`src/rtl/cop_pkg.sv`:
```
// Shared constants for the circle outline point generator.
// No dependencies; every other file in this folder imports it.
`default_nettype none

package cop_pkg;

   // Field widths of the item channels and of the scale and transparency registers
   localparam int OFF_W   = 13;
   localparam int PIX_W   = 14;
   localparam int COL_W   = 8;
   localparam int SCALE_W = 3;
   localparam int TRANS_W = 7;

   // Control and status register port
   localparam int CSR_DATA_W = 32;
   localparam int CSR_ADDR_W = 5;
   localparam int REG_IDX_W  = 3;

   typedef logic [REG_IDX_W-1:0] reg_idx_type;

   localparam reg_idx_type REG_CENTER_X     = 3'd0;
   localparam reg_idx_type REG_CENTER_Y     = 3'd1;
   localparam reg_idx_type REG_RADIUS       = 3'd2;
   localparam reg_idx_type REG_SCALE        = 3'd3;
   localparam reg_idx_type REG_BASE_RED     = 3'd4;
   localparam reg_idx_type REG_BASE_GREEN   = 3'd5;
   localparam reg_idx_type REG_BASE_BLUE    = 3'd6;
   localparam reg_idx_type REG_TRANSPARENCY = 3'd7;

   // Blend toward white in percent
   localparam logic [TRANS_W-1:0] TRANS_FULL = 7'd100;
   localparam logic [COL_W-1:0]   COL_WHITE  = 8'd255;
   localparam int                 PCT_SCALE  = 100;

   // Divide by 100 as multiply by 5243 and shift right by 19; exact below 2^15
   localparam int BLEND_NUM_W  = 15;
   localparam int DIV100_MUL   = 5243;
   localparam int DIV100_SHIFT = 19;
   localparam int DIV100_PROD_W = 28;

endpackage

`default_nettype wire

```
`src/rtl/cop_ifs.sv`:
```
// Valid/ready channel interfaces for the circle outline point generator.
// Depends on cop_pkg for the field widths.
`default_nettype none

interface cop_req_if;
   import cop_pkg::*;

   logic             valid;
   logic             ready;
   logic [OFF_W-1:0] offset;

   modport source (output valid, output offset, input ready);
   modport sink   (input valid, input offset, output ready);
endinterface

interface cop_rsp_if;
   import cop_pkg::*;

   logic                    valid;
   logic                    ready;
   logic signed [PIX_W-1:0] pixel_x;
   logic signed [PIX_W-1:0] pixel_y;
   logic [COL_W-1:0]        red;
   logic [COL_W-1:0]        green;
   logic [COL_W-1:0]        blue;
   logic                    offset_invalid;
   logic                    last;

   modport source (output valid, output pixel_x, output pixel_y, output red, output green,
                   output blue, output offset_invalid, output last, input ready);
   modport sink   (input valid, input pixel_x, input pixel_y, input red, input green,
                   input blue, input offset_invalid, input last, output ready);
endinterface

`default_nettype wire

```
`src/rtl/circle_outline_point_generator.sv`:
```
// Circle outline point generator. Each offset item k on req_chan yields four outline pixels
// on rsp_chan, in the order (X+dx, Y+s), (X+dx, Y-c), (X+s, Y+dx), (X-c, Y+dx), with
// dx = k - R, s = floor(sqrt(R*R - dx*dx)) and c = s rounded up when the root is inexact;
// X, Y and R are the center and radius times the clamped scale. An offset of 2R or more
// gives a single item with offset_invalid and last set and all other fields zero. The
// radicand is formed as k*(2R-k), then a pipelined square root resolves one root bit per
// stage. An accepted offset passes the p1 and p2 registers, the square-root stages, the tl
// register and the serializer registers before its first pixel shows on rsp_chan; RW is
// COORD_BITS plus the bits of the clamped scale (13 at the defaults). The single result
// port gives four pixels per valid offset and one item per invalid offset; the pipe stalls
// and takes no offsets while its tail holds an item the serializer cannot take. Registers
// sit on an APB-style port at byte address 4*index; derived settings are registered.
// Depends on cop_pkg and the channel interfaces in cop_ifs.sv.
`default_nettype none

module circle_outline_point_generator #(
   parameter int COORD_BITS = 10,
   parameter int SCALE_MAX  = 4
) (
   input  wire logic                          clock,
   input  wire logic                          reset,
   cop_req_if.sink                            req_chan,
   cop_rsp_if.source                          rsp_chan,
   input  wire logic                          csr_psel,
   input  wire logic                          csr_penable,
   input  wire logic                          csr_pwrite,
   input  wire logic [cop_pkg::CSR_ADDR_W-1:0] csr_paddr,
   input  wire logic [cop_pkg::CSR_DATA_W-1:0] csr_pwdata,
   output logic      [cop_pkg::CSR_DATA_W-1:0] csr_prdata,
   output logic                               csr_pready
);
   import cop_pkg::*;

   localparam int SC_LIM = (SCALE_MAX < 7) ? SCALE_MAX : 7;
   localparam int SC_W   = $clog2(SC_LIM + 1);
   localparam int RW     = COORD_BITS + SC_W;
   localparam int CW     = (RW + 1 > OFF_W) ? RW + 1 : OFF_W;
   localparam int EXT    = (RW + 2 > PIX_W) ? RW + 2 : PIX_W;

   // Output beat codes
   localparam logic [1:0] BEAT_UP    = 2'd0;
   localparam logic [1:0] BEAT_DOWN  = 2'd1;
   localparam logic [1:0] BEAT_RIGHT = 2'd2;
   localparam logic [1:0] BEAT_LEFT  = 2'd3;

   typedef struct packed {
      logic signed [RW:0] dx;
      logic               inv;
   } side_type;

   // ---------------------------------------------------------------- registers
   logic [COORD_BITS-1:0] center_x_ff, center_y_ff, radius_ff;
   logic [SCALE_W-1:0]    scale_ff;
   logic [COL_W-1:0]      base_red_ff, base_green_ff, base_blue_ff;
   logic [TRANS_W-1:0]    transparency_ff;
   logic                  csr_wr;
   reg_idx_type           csr_idx;

   assign csr_pready = 1'b1;
   assign csr_wr     = csr_psel & csr_penable & csr_pwrite;
   assign csr_idx    = csr_paddr[REG_IDX_W+1:2];

   // Write the addressed register, masked to its width
   always_ff @(posedge clock) begin
      if (reset) begin
         center_x_ff     <= '0;
         center_y_ff     <= '0;
         radius_ff       <= '0;
         scale_ff        <= SCALE_W'(1);
         base_red_ff     <= '0;
         base_green_ff   <= '0;
         base_blue_ff    <= '0;
         transparency_ff <= '0;
      end else if (csr_wr) begin
         unique case (csr_idx)
            REG_CENTER_X:     center_x_ff     <= csr_pwdata[COORD_BITS-1:0];
            REG_CENTER_Y:     center_y_ff     <= csr_pwdata[COORD_BITS-1:0];
            REG_RADIUS:       radius_ff       <= csr_pwdata[COORD_BITS-1:0];
            REG_SCALE:        scale_ff        <= csr_pwdata[SCALE_W-1:0];
            REG_BASE_RED:     base_red_ff     <= csr_pwdata[COL_W-1:0];
            REG_BASE_GREEN:   base_green_ff   <= csr_pwdata[COL_W-1:0];
            REG_BASE_BLUE:    base_blue_ff    <= csr_pwdata[COL_W-1:0];
            REG_TRANSPARENCY: transparency_ff <= csr_pwdata[TRANS_W-1:0];
            default:          ;
         endcase
      end
   end

   // Read back the addressed register
   always_comb begin
      unique case (csr_idx)
         REG_CENTER_X:     csr_prdata = CSR_DATA_W'(center_x_ff);
         REG_CENTER_Y:     csr_prdata = CSR_DATA_W'(center_y_ff);
         REG_RADIUS:       csr_prdata = CSR_DATA_W'(radius_ff);
         REG_SCALE:        csr_prdata = CSR_DATA_W'(scale_ff);
         REG_BASE_RED:     csr_prdata = CSR_DATA_W'(base_red_ff);
         REG_BASE_GREEN:   csr_prdata = CSR_DATA_W'(base_green_ff);
         REG_BASE_BLUE:    csr_prdata = CSR_DATA_W'(base_blue_ff);
         REG_TRANSPARENCY: csr_prdata = CSR_DATA_W'(transparency_ff);
         default:          csr_prdata = '0;
      endcase
   end

   // ---------------------------------------------------------- derived settings
   logic [SC_W-1:0]        sc_eff;
   logic [TRANS_W-1:0]     t_eff;
   logic [RW-1:0]          rad_in, cx_in, cy_in;
   logic [RW-1:0]          rad_ff, cx_ff, cy_ff;
   logic [BLEND_NUM_W-1:0] num_r_in, num_g_in, num_b_in;
   logic [BLEND_NUM_W-1:0] num_r_ff, num_g_ff, num_b_ff;
   logic [DIV100_PROD_W-1:0] quo_r, quo_g, quo_b;
   logic [COL_W-1:0]       col_r_ff, col_g_ff, col_b_ff;

   // Clamp scale and transparency, then scale geometry and form blend numerators
   always_comb begin
      if (scale_ff == '0)
         sc_eff = SC_W'(1);
      else if (int'(scale_ff) > SC_LIM)
         sc_eff = SC_W'(SC_LIM);
      else
         sc_eff = SC_W'(scale_ff);
      t_eff  = (transparency_ff > TRANS_FULL) ? TRANS_FULL : transparency_ff;
      rad_in = RW'(radius_ff) * RW'(sc_eff);
      cx_in  = RW'(center_x_ff) * RW'(sc_eff);
      cy_in  = RW'(center_y_ff) * RW'(sc_eff);
      // (100-t)*base + t*255 written as 100*base + t*(255-base)
      num_r_in = BLEND_NUM_W'(PCT_SCALE) * BLEND_NUM_W'(base_red_ff)
               + BLEND_NUM_W'(t_eff) * BLEND_NUM_W'(COL_WHITE - base_red_ff);
      num_g_in = BLEND_NUM_W'(PCT_SCALE) * BLEND_NUM_W'(base_green_ff)
               + BLEND_NUM_W'(t_eff) * BLEND_NUM_W'(COL_WHITE - base_green_ff);
      num_b_in = BLEND_NUM_W'(PCT_SCALE) * BLEND_NUM_W'(base_blue_ff)
               + BLEND_NUM_W'(t_eff) * BLEND_NUM_W'(COL_WHITE - base_blue_ff);
      quo_r = DIV100_PROD_W'(num_r_ff) * DIV100_PROD_W'(DIV100_MUL);
      quo_g = DIV100_PROD_W'(num_g_ff) * DIV100_PROD_W'(DIV100_MUL);
      quo_b = DIV100_PROD_W'(num_b_ff) * DIV100_PROD_W'(DIV100_MUL);
   end

   always_ff @(posedge clock) begin
      if (reset) begin
         rad_ff   <= '0;
         cx_ff    <= '0;
         cy_ff    <= '0;
         num_r_ff <= '0;
         num_g_ff <= '0;
         num_b_ff <= '0;
         col_r_ff <= '0;
         col_g_ff <= '0;
         col_b_ff <= '0;
      end else begin
         rad_ff   <= rad_in;
         cx_ff    <= cx_in;
         cy_ff    <= cy_in;
         num_r_ff <= num_r_in;
         num_g_ff <= num_g_in;
         num_b_ff <= num_b_in;
         col_r_ff <= quo_r[DIV100_SHIFT +: COL_W];
         col_g_ff <= quo_g[DIV100_SHIFT +: COL_W];
         col_b_ff <= quo_b[DIV100_SHIFT +: COL_W];
      end
   end

   // ------------------------------------------------------------------ pipeline
   logic                 adv;
   logic                 ser_free;
   logic                 tl_v_ff;
   logic                 p1_v_ff;
   logic [OFF_W-1:0]     p1_off_ff;
   logic                 p2_v_ff;
   logic [RW:0]          p2_k_ff, p2_m_ff;
   side_type             p2_side_ff;
   logic [RW:0]          p2_k_in, p2_m_in;
   side_type             p2_side_in;
   logic [2*RW+1:0]      p2_prod;

   logic                 sq_v_ff    [0:RW];
   logic [RW:0]          sq_rem_ff  [0:RW];
   logic [RW-1:0]        sq_q_ff    [0:RW];
   logic [2*RW-1:0]      sq_val_ff  [0:RW];
   side_type             sq_side_ff [0:RW];

   // Advance the whole pipe unless its tail holds an item the serializer cannot take
   assign adv            = ser_free | ~tl_v_ff;
   assign req_chan.ready = adv & ~reset;

   // Flag out-of-range offsets and form 2R-k and k-R
   always_comb begin
      p2_side_in.inv = CW'(p1_off_ff) >= CW'({rad_ff, 1'b0});
      p2_k_in        = (RW + 1)'(p1_off_ff);
      p2_m_in        = {rad_ff, 1'b0} - p2_k_in;
      p2_side_in.dx  = $signed(p2_k_in - {1'b0, rad_ff});
      p2_prod        = p2_k_ff * p2_m_ff;
   end

   always_ff @(posedge clock) begin
      if (reset) begin
         p1_v_ff    <= 1'b0;
         p2_v_ff    <= 1'b0;
         sq_v_ff[0] <= 1'b0;
      end else if (adv) begin
         p1_v_ff    <= req_chan.valid;
         p2_v_ff    <= p1_v_ff;
         sq_v_ff[0] <= p2_v_ff;
      end
      if (adv) begin
         p1_off_ff     <= req_chan.offset;
         p2_k_ff       <= p2_k_in;
         p2_m_ff       <= p2_m_in;
         p2_side_ff    <= p2_side_in;
         // R*R - dx*dx = k*(2R-k), below 2^(2*RW) for in-range offsets
         sq_val_ff[0]  <= p2_prod[2*RW-1:0];
         sq_rem_ff[0]  <= '0;
         sq_q_ff[0]    <= '0;
         sq_side_ff[0] <= p2_side_ff;
      end
   end

   // Square root: resolve one root bit per stage, most significant first
   for (genvar j = 0; j < RW; j++) begin : g_sqrt
      localparam int B = RW - 1 - j;
      logic [RW+2:0] cur, trial, diff;
      logic          ge;

      always_comb begin
         cur   = {sq_rem_ff[j], sq_val_ff[j][2*B+1 -: 2]};
         trial = {1'b0, sq_q_ff[j], 2'b01};
         diff  = cur - trial;
         ge    = cur >= trial;
      end

      always_ff @(posedge clock) begin
         if (reset)
            sq_v_ff[j+1] <= 1'b0;
         else if (adv)
            sq_v_ff[j+1] <= sq_v_ff[j];
         if (adv) begin
            sq_rem_ff[j+1]  <= ge ? diff[RW:0] : cur[RW:0];
            sq_q_ff[j+1]    <= {sq_q_ff[j][RW-2:0], ge};
            sq_val_ff[j+1]  <= sq_val_ff[j];
            sq_side_ff[j+1] <= sq_side_ff[j];
         end
      end
   end

   // ------------------------------------------------------------ pixel geometry
   logic                    tl_inv_ff;
   logic [PIX_W-1:0]        tl_xa_ff, tl_ya_ff, tl_yp_ff, tl_ym_ff, tl_xp_ff, tl_xm_ff;
   logic [EXT-1:0]          g_x, g_y, g_dx, g_s, g_c;
   logic [EXT-1:0]          xa_in, ya_in, yp_in, ym_in, xp_in, xm_in;

   // Add root and offset to the scaled center, wrapping to the pixel width
   always_comb begin
      g_x   = EXT'(cx_ff);
      g_y   = EXT'(cy_ff);
      g_dx  = EXT'(sq_side_ff[RW].dx);
      g_s   = EXT'(sq_q_ff[RW]);
      g_c   = g_s + EXT'(sq_rem_ff[RW] != '0);
      xa_in = g_x + g_dx;
      ya_in = g_y + g_dx;
      yp_in = g_y + g_s;
      ym_in = g_y - g_c;
      xp_in = g_x + g_s;
      xm_in = g_x - g_c;
   end

   always_ff @(posedge clock) begin
      if (reset)
         tl_v_ff <= 1'b0;
      else if (adv)
         tl_v_ff <= sq_v_ff[RW];
      if (adv) begin
         tl_inv_ff <= sq_side_ff[RW].inv;
         tl_xa_ff  <= xa_in[PIX_W-1:0];
         tl_ya_ff  <= ya_in[PIX_W-1:0];
         tl_yp_ff  <= yp_in[PIX_W-1:0];
         tl_ym_ff  <= ym_in[PIX_W-1:0];
         tl_xp_ff  <= xp_in[PIX_W-1:0];
         tl_xm_ff  <= xm_in[PIX_W-1:0];
      end
   end

   // ---------------------------------------------------------- output serializer
   logic             ser_v_ff, ser_v_in;
   logic [1:0]       beat_ff, beat_in;
   logic             ser_inv_ff;
   logic [PIX_W-1:0] ser_xa_ff, ser_ya_ff, ser_yp_ff, ser_ym_ff, ser_xp_ff, ser_xm_ff;
   logic             ser_last;
   logic [PIX_W-1:0] out_x, out_y;

   assign ser_last = ser_inv_ff | (beat_ff == BEAT_LEFT);
   assign ser_free = ~ser_v_ff | (rsp_chan.ready & ser_last);

   // Load a new item when the last beat leaves, else step through the beats
   always_comb begin
      ser_v_in = ser_v_ff;
      beat_in  = beat_ff;
      if (ser_free) begin
         ser_v_in = tl_v_ff;
         beat_in  = BEAT_UP;
      end else if (rsp_chan.ready) begin
         beat_in  = beat_ff + 2'd1;
      end
   end

   always_ff @(posedge clock) begin
      if (reset) begin
         ser_v_ff <= 1'b0;
         beat_ff  <= BEAT_UP;
      end else begin
         ser_v_ff <= ser_v_in;
         beat_ff  <= beat_in;
      end
      if (ser_free) begin
         ser_inv_ff <= tl_inv_ff;
         ser_xa_ff  <= tl_xa_ff;
         ser_ya_ff  <= tl_ya_ff;
         ser_yp_ff  <= tl_yp_ff;
         ser_ym_ff  <= tl_ym_ff;
         ser_xp_ff  <= tl_xp_ff;
         ser_xm_ff  <= tl_xm_ff;
      end
   end

   // Pick the pixel of the current beat
   always_comb begin
      unique case (beat_ff)
         BEAT_UP: begin
            out_x = ser_xa_ff;
            out_y = ser_yp_ff;
         end
         BEAT_DOWN: begin
            out_x = ser_xa_ff;
            out_y = ser_ym_ff;
         end
         BEAT_RIGHT: begin
            out_x = ser_xp_ff;
            out_y = ser_ya_ff;
         end
         BEAT_LEFT: begin
            out_x = ser_xm_ff;
            out_y = ser_ya_ff;
         end
         default: begin
            out_x = '0;
            out_y = '0;
         end
      endcase
   end

   // Zero everything but the flags for an out-of-range offset
   assign rsp_chan.valid          = ser_v_ff;
   assign rsp_chan.pixel_x        = ser_inv_ff ? '0 : $signed(out_x);
   assign rsp_chan.pixel_y        = ser_inv_ff ? '0 : $signed(out_y);
   assign rsp_chan.red            = ser_inv_ff ? '0 : col_r_ff;
   assign rsp_chan.green          = ser_inv_ff ? '0 : col_g_ff;
   assign rsp_chan.blue           = ser_inv_ff ? '0 : col_b_ff;
   assign rsp_chan.offset_invalid = ser_inv_ff;
   assign rsp_chan.last           = ser_last;

endmodule

`default_nettype wire

```
`src/flat_wrapper.sv`:
```
// flat-port wrapper written by rule: the top's interface ports become plain ports
module circle_outline_point_generator_flat import cop_pkg::*;
#(
   parameter int COORD_BITS = 10,
   parameter int SCALE_MAX  = 4
)
  (clock, reset, csr_psel, csr_penable, csr_pwrite, csr_paddr, csr_pwdata, csr_prdata, csr_pready, req_chan_valid, req_chan_offset, req_chan_ready, rsp_chan_valid, rsp_chan_pixel_x, rsp_chan_pixel_y, rsp_chan_red, rsp_chan_green, rsp_chan_blue, rsp_chan_offset_invalid, rsp_chan_last, rsp_chan_ready);
  cop_req_if req_chan_i ();
  cop_rsp_if rsp_chan_i ();
  input  wire logic clock;
  input  wire logic reset;
  input  wire logic csr_psel;
  input  wire logic csr_penable;
  input  wire logic csr_pwrite;
  input  wire logic [cop_pkg::CSR_ADDR_W-1:0] csr_paddr;
  input  wire logic [cop_pkg::CSR_DATA_W-1:0] csr_pwdata;
  output logic      [cop_pkg::CSR_DATA_W-1:0] csr_prdata;
  output logic csr_pready;
  input wire logic [$bits(req_chan_i.valid)-1:0] req_chan_valid;
  input wire logic [$bits(req_chan_i.offset)-1:0] req_chan_offset;
  output wire logic [$bits(req_chan_i.ready)-1:0] req_chan_ready;
  output wire logic [$bits(rsp_chan_i.valid)-1:0] rsp_chan_valid;
  output wire logic [$bits(rsp_chan_i.pixel_x)-1:0] rsp_chan_pixel_x;
  output wire logic [$bits(rsp_chan_i.pixel_y)-1:0] rsp_chan_pixel_y;
  output wire logic [$bits(rsp_chan_i.red)-1:0] rsp_chan_red;
  output wire logic [$bits(rsp_chan_i.green)-1:0] rsp_chan_green;
  output wire logic [$bits(rsp_chan_i.blue)-1:0] rsp_chan_blue;
  output wire logic [$bits(rsp_chan_i.offset_invalid)-1:0] rsp_chan_offset_invalid;
  output wire logic [$bits(rsp_chan_i.last)-1:0] rsp_chan_last;
  input wire logic [$bits(rsp_chan_i.ready)-1:0] rsp_chan_ready;
  assign req_chan_i.valid = req_chan_valid;
  assign req_chan_i.offset = req_chan_offset;
  assign req_chan_ready = req_chan_i.ready;
  assign rsp_chan_valid = rsp_chan_i.valid;
  assign rsp_chan_pixel_x = rsp_chan_i.pixel_x;
  assign rsp_chan_pixel_y = rsp_chan_i.pixel_y;
  assign rsp_chan_red = rsp_chan_i.red;
  assign rsp_chan_green = rsp_chan_i.green;
  assign rsp_chan_blue = rsp_chan_i.blue;
  assign rsp_chan_offset_invalid = rsp_chan_i.offset_invalid;
  assign rsp_chan_last = rsp_chan_i.last;
  assign rsp_chan_i.ready = rsp_chan_ready;
  circle_outline_point_generator #(.COORD_BITS(COORD_BITS), .SCALE_MAX(SCALE_MAX)) u_core (.clock(clock), .reset(reset), .req_chan(req_chan_i), .rsp_chan(rsp_chan_i), .csr_psel(csr_psel), .csr_penable(csr_penable), .csr_pwrite(csr_pwrite), .csr_paddr(csr_paddr), .csr_pwdata(csr_pwdata), .csr_prdata(csr_prdata), .csr_pready(csr_pready));
endmodule
```
`config.mk`:
```
export PLATFORM = sky130hd
export DESIGN_NAME = circle_outline_point_generator_flat
export DESIGN_NICKNAME = d
export VERILOG_FILES = /design/src/rtl/cop_pkg.sv /design/src/rtl/cop_ifs.sv /design/src/rtl/circle_outline_point_generator.sv /design/src/flat_wrapper.sv
export SDC_FILE = /design/constraint.sdc
export NUM_CORES = 2
export LEC_CHECK = 0
export BUFFER_PORTS_ARGS = -buffer_cell sky130_fd_sc_hd__buf_4
export CORE_MARGIN = 5
export CORE_UTILIZATION = 50
export DETAILED_ROUTE_END_ITERATION = 7
export GPL_TIMING_DRIVEN = 0
export HOLD_SLACK_MARGIN = 0.15
export PLACE_DENSITY = 0.66
export SYNTH_ARGS = -nofsm -noshare
export SYNTH_HDL_FRONTEND = slang
export SYNTH_SLANG_ARGS = --single-unit
```
`constraint.sdc`:
```
create_clock -name clock -period 31.3 [get_ports clock]
set_input_delay 3.13 -clock clock [delete_from_list [all_inputs] [get_ports clock]]
set_output_delay 3.13 -clock clock [all_outputs]
set_load 0.1 [all_outputs]
```
Word level (Yosys, flattened, before mapping). Memories as Yosys holds them, arrays and structs flattened. A register that Yosys moved wholly into a read port is not among the register bits. Cells that the tools add are included. W data, S select, Z words.

Register bits after elaboration: 402. Bits in writable memories: 966. Bits of input ports: 57. Output and inout port bits: 89. Logic and storage cells: 196. Memories kept: 5.

$add $sub $neg: 29. $mul: 13. $lt $le $gt $ge: 16. Equality and inequality tests: 10. Mux-type cells: 44. Bitwise logic cells: 24. Reduce and logical (&&, ||, !) cells: 15.

Memory list: u_core.sq_val_ff (depth 14, bits a word 26, rd ports 13, clocked after Yosys merged registers in 0, wr ports 14, RTL line circle_outline_point_generator.sv:178) `logic [2*RW-1:0] sq_val_ff [0:RW];`; u_core.sq_side_ff (depth 14, bits a word 15, rd ports 14, clocked after Yosys merged registers in 0, wr ports 14, RTL line circle_outline_point_generator.sv:179) `side_type sq_side_ff [0:RW];`; u_core.sq_rem_ff (depth 14, bits a word 14, rd ports 14, clocked after Yosys merged registers in 0, wr ports 14, RTL line circle_outline_point_generator.sv:176) `logic [RW:0] sq_rem_ff [0:RW];`; u_core.sq_q_ff (depth 14, bits a word 13, rd ports 14, clocked after Yosys merged registers in 0, wr ports 14, RTL line circle_outline_point_generator.sv:177) `logic [RW-1:0] sq_q_ff [0:RW];`; u_core.sq_v_ff (depth 14, bits a word 1, rd ports 14, clocked after Yosys merged registers in 1, wr ports 14, RTL line circle_outline_point_generator.sv:175) `logic sq_v_ff [0:RW];`.

Operator list (count): $pmux W32 S8 (1); $mux W14 (15); $ge A16 B15 Y1 (13); $sub A14 B14 Y14 (13); $pmux W14 S3 (2); $mul A15 B13 Y27 const B (3); $add A15 B15 Y15 (3); $mul A7 B15 Y15 (3); $mul A10 B3 Y13 (3); $mul A5 B8 Y13 const A (3); $add A13 B13 Y14 (2); $add A14 B14 Y14 (2); $sub A13 B14 Y14 (2); $sub A8 B8 Y9 const A (3); $mul A13 B14 Y26 (1); $mux W8 (3); $mux W1 (20); $or A1 B1 Y1 (17); $reduce_and A2 Y1 (8); $add A13 B1 Y14 (1); $ge A13 B14 Y1 (1); $reduce_bool A14 Y1 (1); $sub A13 B13 Y14 (1); $sub A14 B13 Y14 (1); 15 further kinds (29).

Depth between registers and ports, before layout.
Depth after elaboration: 9. Depth in mapped cells: 23. Depth with buffers taken out: 22.

Worst setup path before layout. Ideal clock, no wire load.

Path type: input to register. Start point: input rsp_chan_ready. End point: memory u_core.sq_v_ff[0] (enable). Data arrival time: 23.969 ns. Required time: 30.848 ns. Path slack: 6.878 ns. Stages: 5. Buffers on the path: 0. Cell sequence: nand2_1 > nand2_1 > inv_1 > nand2_1 > or2_2.

RTL lines: from (decl) (RTL line flat_wrapper.sv:30) `input wire logic [$bits(rsp_chan_i.ready)-1:0] rsp_chan_ready;`; to (decl) (RTL line circle_outline_point_generator.sv:175).

Worst setup path after layout.
Start point: input csr_paddr[3] in the netlist's numbering. End point: output csr_prdata[8] in the netlist's numbering.

Cells in the longest elaborated chain, start to end: 2.

Ends and longest elaborated chain: from (decl) (RTL line flat_wrapper.sv:15) `input wire logic [cop_pkg::CSR_ADDR_W-1:0] csr_paddr;`; $eq A3 B3 Y1 (tied with other cells) (RTL line circle_outline_point_generator.sv:91) `unique case (csr_idx)`; $pmux W32 S8 (*) (RTL line circle_outline_point_generator.sv:91); to (decl) (RTL line flat_wrapper.sv:17) `output logic [cop_pkg::CSR_DATA_W-1:0] csr_prdata;`.

Every way passes the cells marked *; elsewhere a longest branch is shown, timed or not. The select of a mux whose other input is x is not followed.

==> reports/metrics.yaml <==
route:
  first_pass_iters: 5
  wl_um: 144000
  via_per_inst: 5.20
  drc: 0
  post_drt_wl_per_cell_um: 17.0
  drt-initial-drc-count: 2631
  antenna_left: 0
  num_vias: 44200
global_routing:
  grt_pass1_wl_um: 238000
  antenna_found_initial: 9
  grt_max_degree: 75
  grt_use_total_pct: 19.6
  grt_overflow_total: 0
  first_global_vias: 45200
critical_path:
  worstPathRequired_ns: 28.17
  critPathBufInv: 4
  critPathMaxFanout: 10
  crit_arrival_ns: 5.72
  cp_slowest_stage_delay_ns: 0.61
  cpMaxStageDelayCell: "nor2_1"
  path_cells: "clkbuf_1 > clkbuf_1 > buf_1 > mux2i_1 > nor2_1 > a21oi_1 > nor2_1 > buf_4"
  critical_path.top_delay_family: "buffers and inverters"
  startpoint_type: "primary input"
  crit_type: "primary input to output port"
  endpoint_kind: "output port"
synthesis:
  syn-instance-count: 6263
  netlist_top_cells_count: "inv_1, edfxtp_1, ha_1"
  ys_seq_area_share_pct: 42.7
  avgSynthCellArea_um2: 11.3
  yosys_warnings: 0
  synth_area_um2: 70900
  ys_types: 79
  yosysTopAreaCellShare_pct: 37.7
  synth-edff-count: 889
  synth.area.top_cells: "edfxtp_1, fa_1, ha_1"
  yosysMostFrequentCell: "inv_1"
  ys_ff_latch: 1067
  ys_async_sr_fraction_pct: 0
  synth_top_area_cell: "edfxtp_1"
  synth_ff_type: "edfxtp_1"
clock_tree:
  tritoncts: "built"
  clock_latency_ns: 0.71
  ctsResizeCount: 0
  clkTransAtPathRegs_ns: 0.06
  cts_setup_buffers: 0
  cts_sinks: 1067
  postCtsHoldBufs: 0
  numCtsBuffers: 112
  cts.path.max_buffers: 3
  htreeDepth: 3
  cts-root-buf: "clkbuf_16"
run_status:
  status: "completed"
placed_design:
  dpl.cell_count: 8282
  post-dp-hpwl_um: 113000
  globalplace.congestion: 0.924
  numPortBuffers: 93
sta:
  post-route-period-util_pct: 28.3
  slew_viol_final: 0
  final-hold-violation-count: 0
  setup_viol: 0
  rsz0062_at_grt: "false"
  tightest_slew_ns: 1.26
  finClkSkew_ns: 0.0341
  fmax_ghz: 0.113
  max-slew-margin-rel_pct: 15.9
  finalCriticalPeriod_ns: 8.85
min_path:
  worstHoldPathType: "register to register"
die:
  num_rows: 138
  ioPinCount: 146
  start_util_pct: 50.2
  coreArea_um2: 141000
  dieHeight_um: 387
  die-area_um2: 149000
  die_w_um: 387
job:
  cap_violations: 0
cells_and_area:
  final_cells: 8497
  layout-drive-gt1-share_pct: 6.28
  area_delta_synth_final_pct: 10.5
  final_net_count: 7857
power:
  powerDensity_nw_per_um2: 66.4
  power_mw: 5.20
  vdd_ir_drop_max_mv: 0.104
  leakage_nw: 36.5
[logic make-up after synthesis]
family | count (synthesis) | synth area share [%]
muxes | 113 | 1.77
AOI/OAI and AO/OA | 782 | 6.93
adders and majority gates | 1294 | 28.2
buffers and inverters | 1216 | 6.60
xor gates and xnor gates | 300 | 3.71
DFF | 1067 | 42.7
other | 2 | 0.0106
and+or+nand+nor | 1489 | 10.1
[where the power goes]
| group | switching [mW] | total (mW) | internal, mW |
|---|---|---|---|
| Sequential | 0.164 | 2.20 | 2.04 |
| Clock | 0.558 | 1.37 | 0.810 |
| Combinational | 0.888 | 1.63 | 0.738 |
[cell type report]
class                           instances  area, um^2
Inverter                             1059        3980
Multi-Input combinational cell       4002       36000
Fill cell                           12000       62900
Clock inverter                         73         845
Timing Repair Buffer                  107        1070
Sequential cell                      1067       30300
Tap cell                             1890        2360
Buffer                                157         701
Antenna cell                            2        5.00
Clock buffer                          140        3030
[per-layer routing]
layer	GRT usage, %	vias up	part of all wire (%)
li1	-	21500	-
met1	27.6	21500	46
met2	31.8	924	46
met3	2.85	229	5.0
met4	5.60	2	2.9
met5	0	-	0.0090
[per-stage QoR]
stage | cell area [um^2] | util, % | TNS [ns] | worst slack [ns] | hold WS, ns
2_1_floorplan | 71000 | - | 0 | 6.88 | 0.400
3_3_place_gp | 74000 | 52.4 | -3.80 | -0.272 | 0.400
3_5_place_dp | 74400 | 52.7 | 0 | 22.52 | 0.405
4_1_cts | 78300 | 55.4 | 0 | 22.51 | 0.398
5_1_grt | 78300 | 55.4 | 0 | 22.34 | 0.416
6_report | 78300 | 55.4 | 0 | 22.45 | 0.403
[registers in the layout, indices dropped and copies added, names as in the netlist, 15 cells and up]
name / flops
u_core.sq_side_ff: 210
u_core.sq_val_ff: 182
u_core.sq_rem_ff: 168
u_core.sq_q_ff: 91
u_core.num_b_ff: 15
u_core.num_g_ff: 15
u_core.num_r_ff: 15
u_core.p2_side_ff: 15
[path summary, 6_finish.rpt]
| kind | endpoint | start | cells after the start | slack (ns) |
|---|---|---|---|---|
| setup reg to reg | u_core.num_r_ff[14] | u_core.transparency_ff[5] | 18 | 24.92 |
| setup / recovery | csr_prdata[8] | csr_paddr[3] | 8 | 22.45 |
| hold reg to reg | u_core.ser_xa_ff[10] | u_core.tl_xa_ff[10] | 0 | 0.40 |
| hold / removal | u_core.ser_xa_ff[10] | u_core.tl_xa_ff[10] | 0 | 0.40 |
[cell usage in the layout (no fill, tap or decap), drive strengths merged, types with 15 or more instances in the layout]
master / instances
o21bai: 20
inv: 1071
or2: 40
or4: 15
mux2i: 70
nand2b: 42
o21ai: 172
fa: 502
dfxtp: 178
clkbuf: 262
nand4: 26
o31ai: 18
a22oi: 33
clkinv: 33
and2: 127
and3: 24
o21a: 43
mux2: 39
a211oi: 22
nand3: 79
nor2b: 135
a21o: 79
or3: 39
ha: 792
xor2: 101
conb: 24
a21oi: 258
nor2: 414
a31oi: 16
nor4: 19
nand2: 386
a21boi: 28
nor3: 104
buf: 142
xnor2: 199
edfxtp: 889
Note: power is estimated with default switching activity, not from simulation.
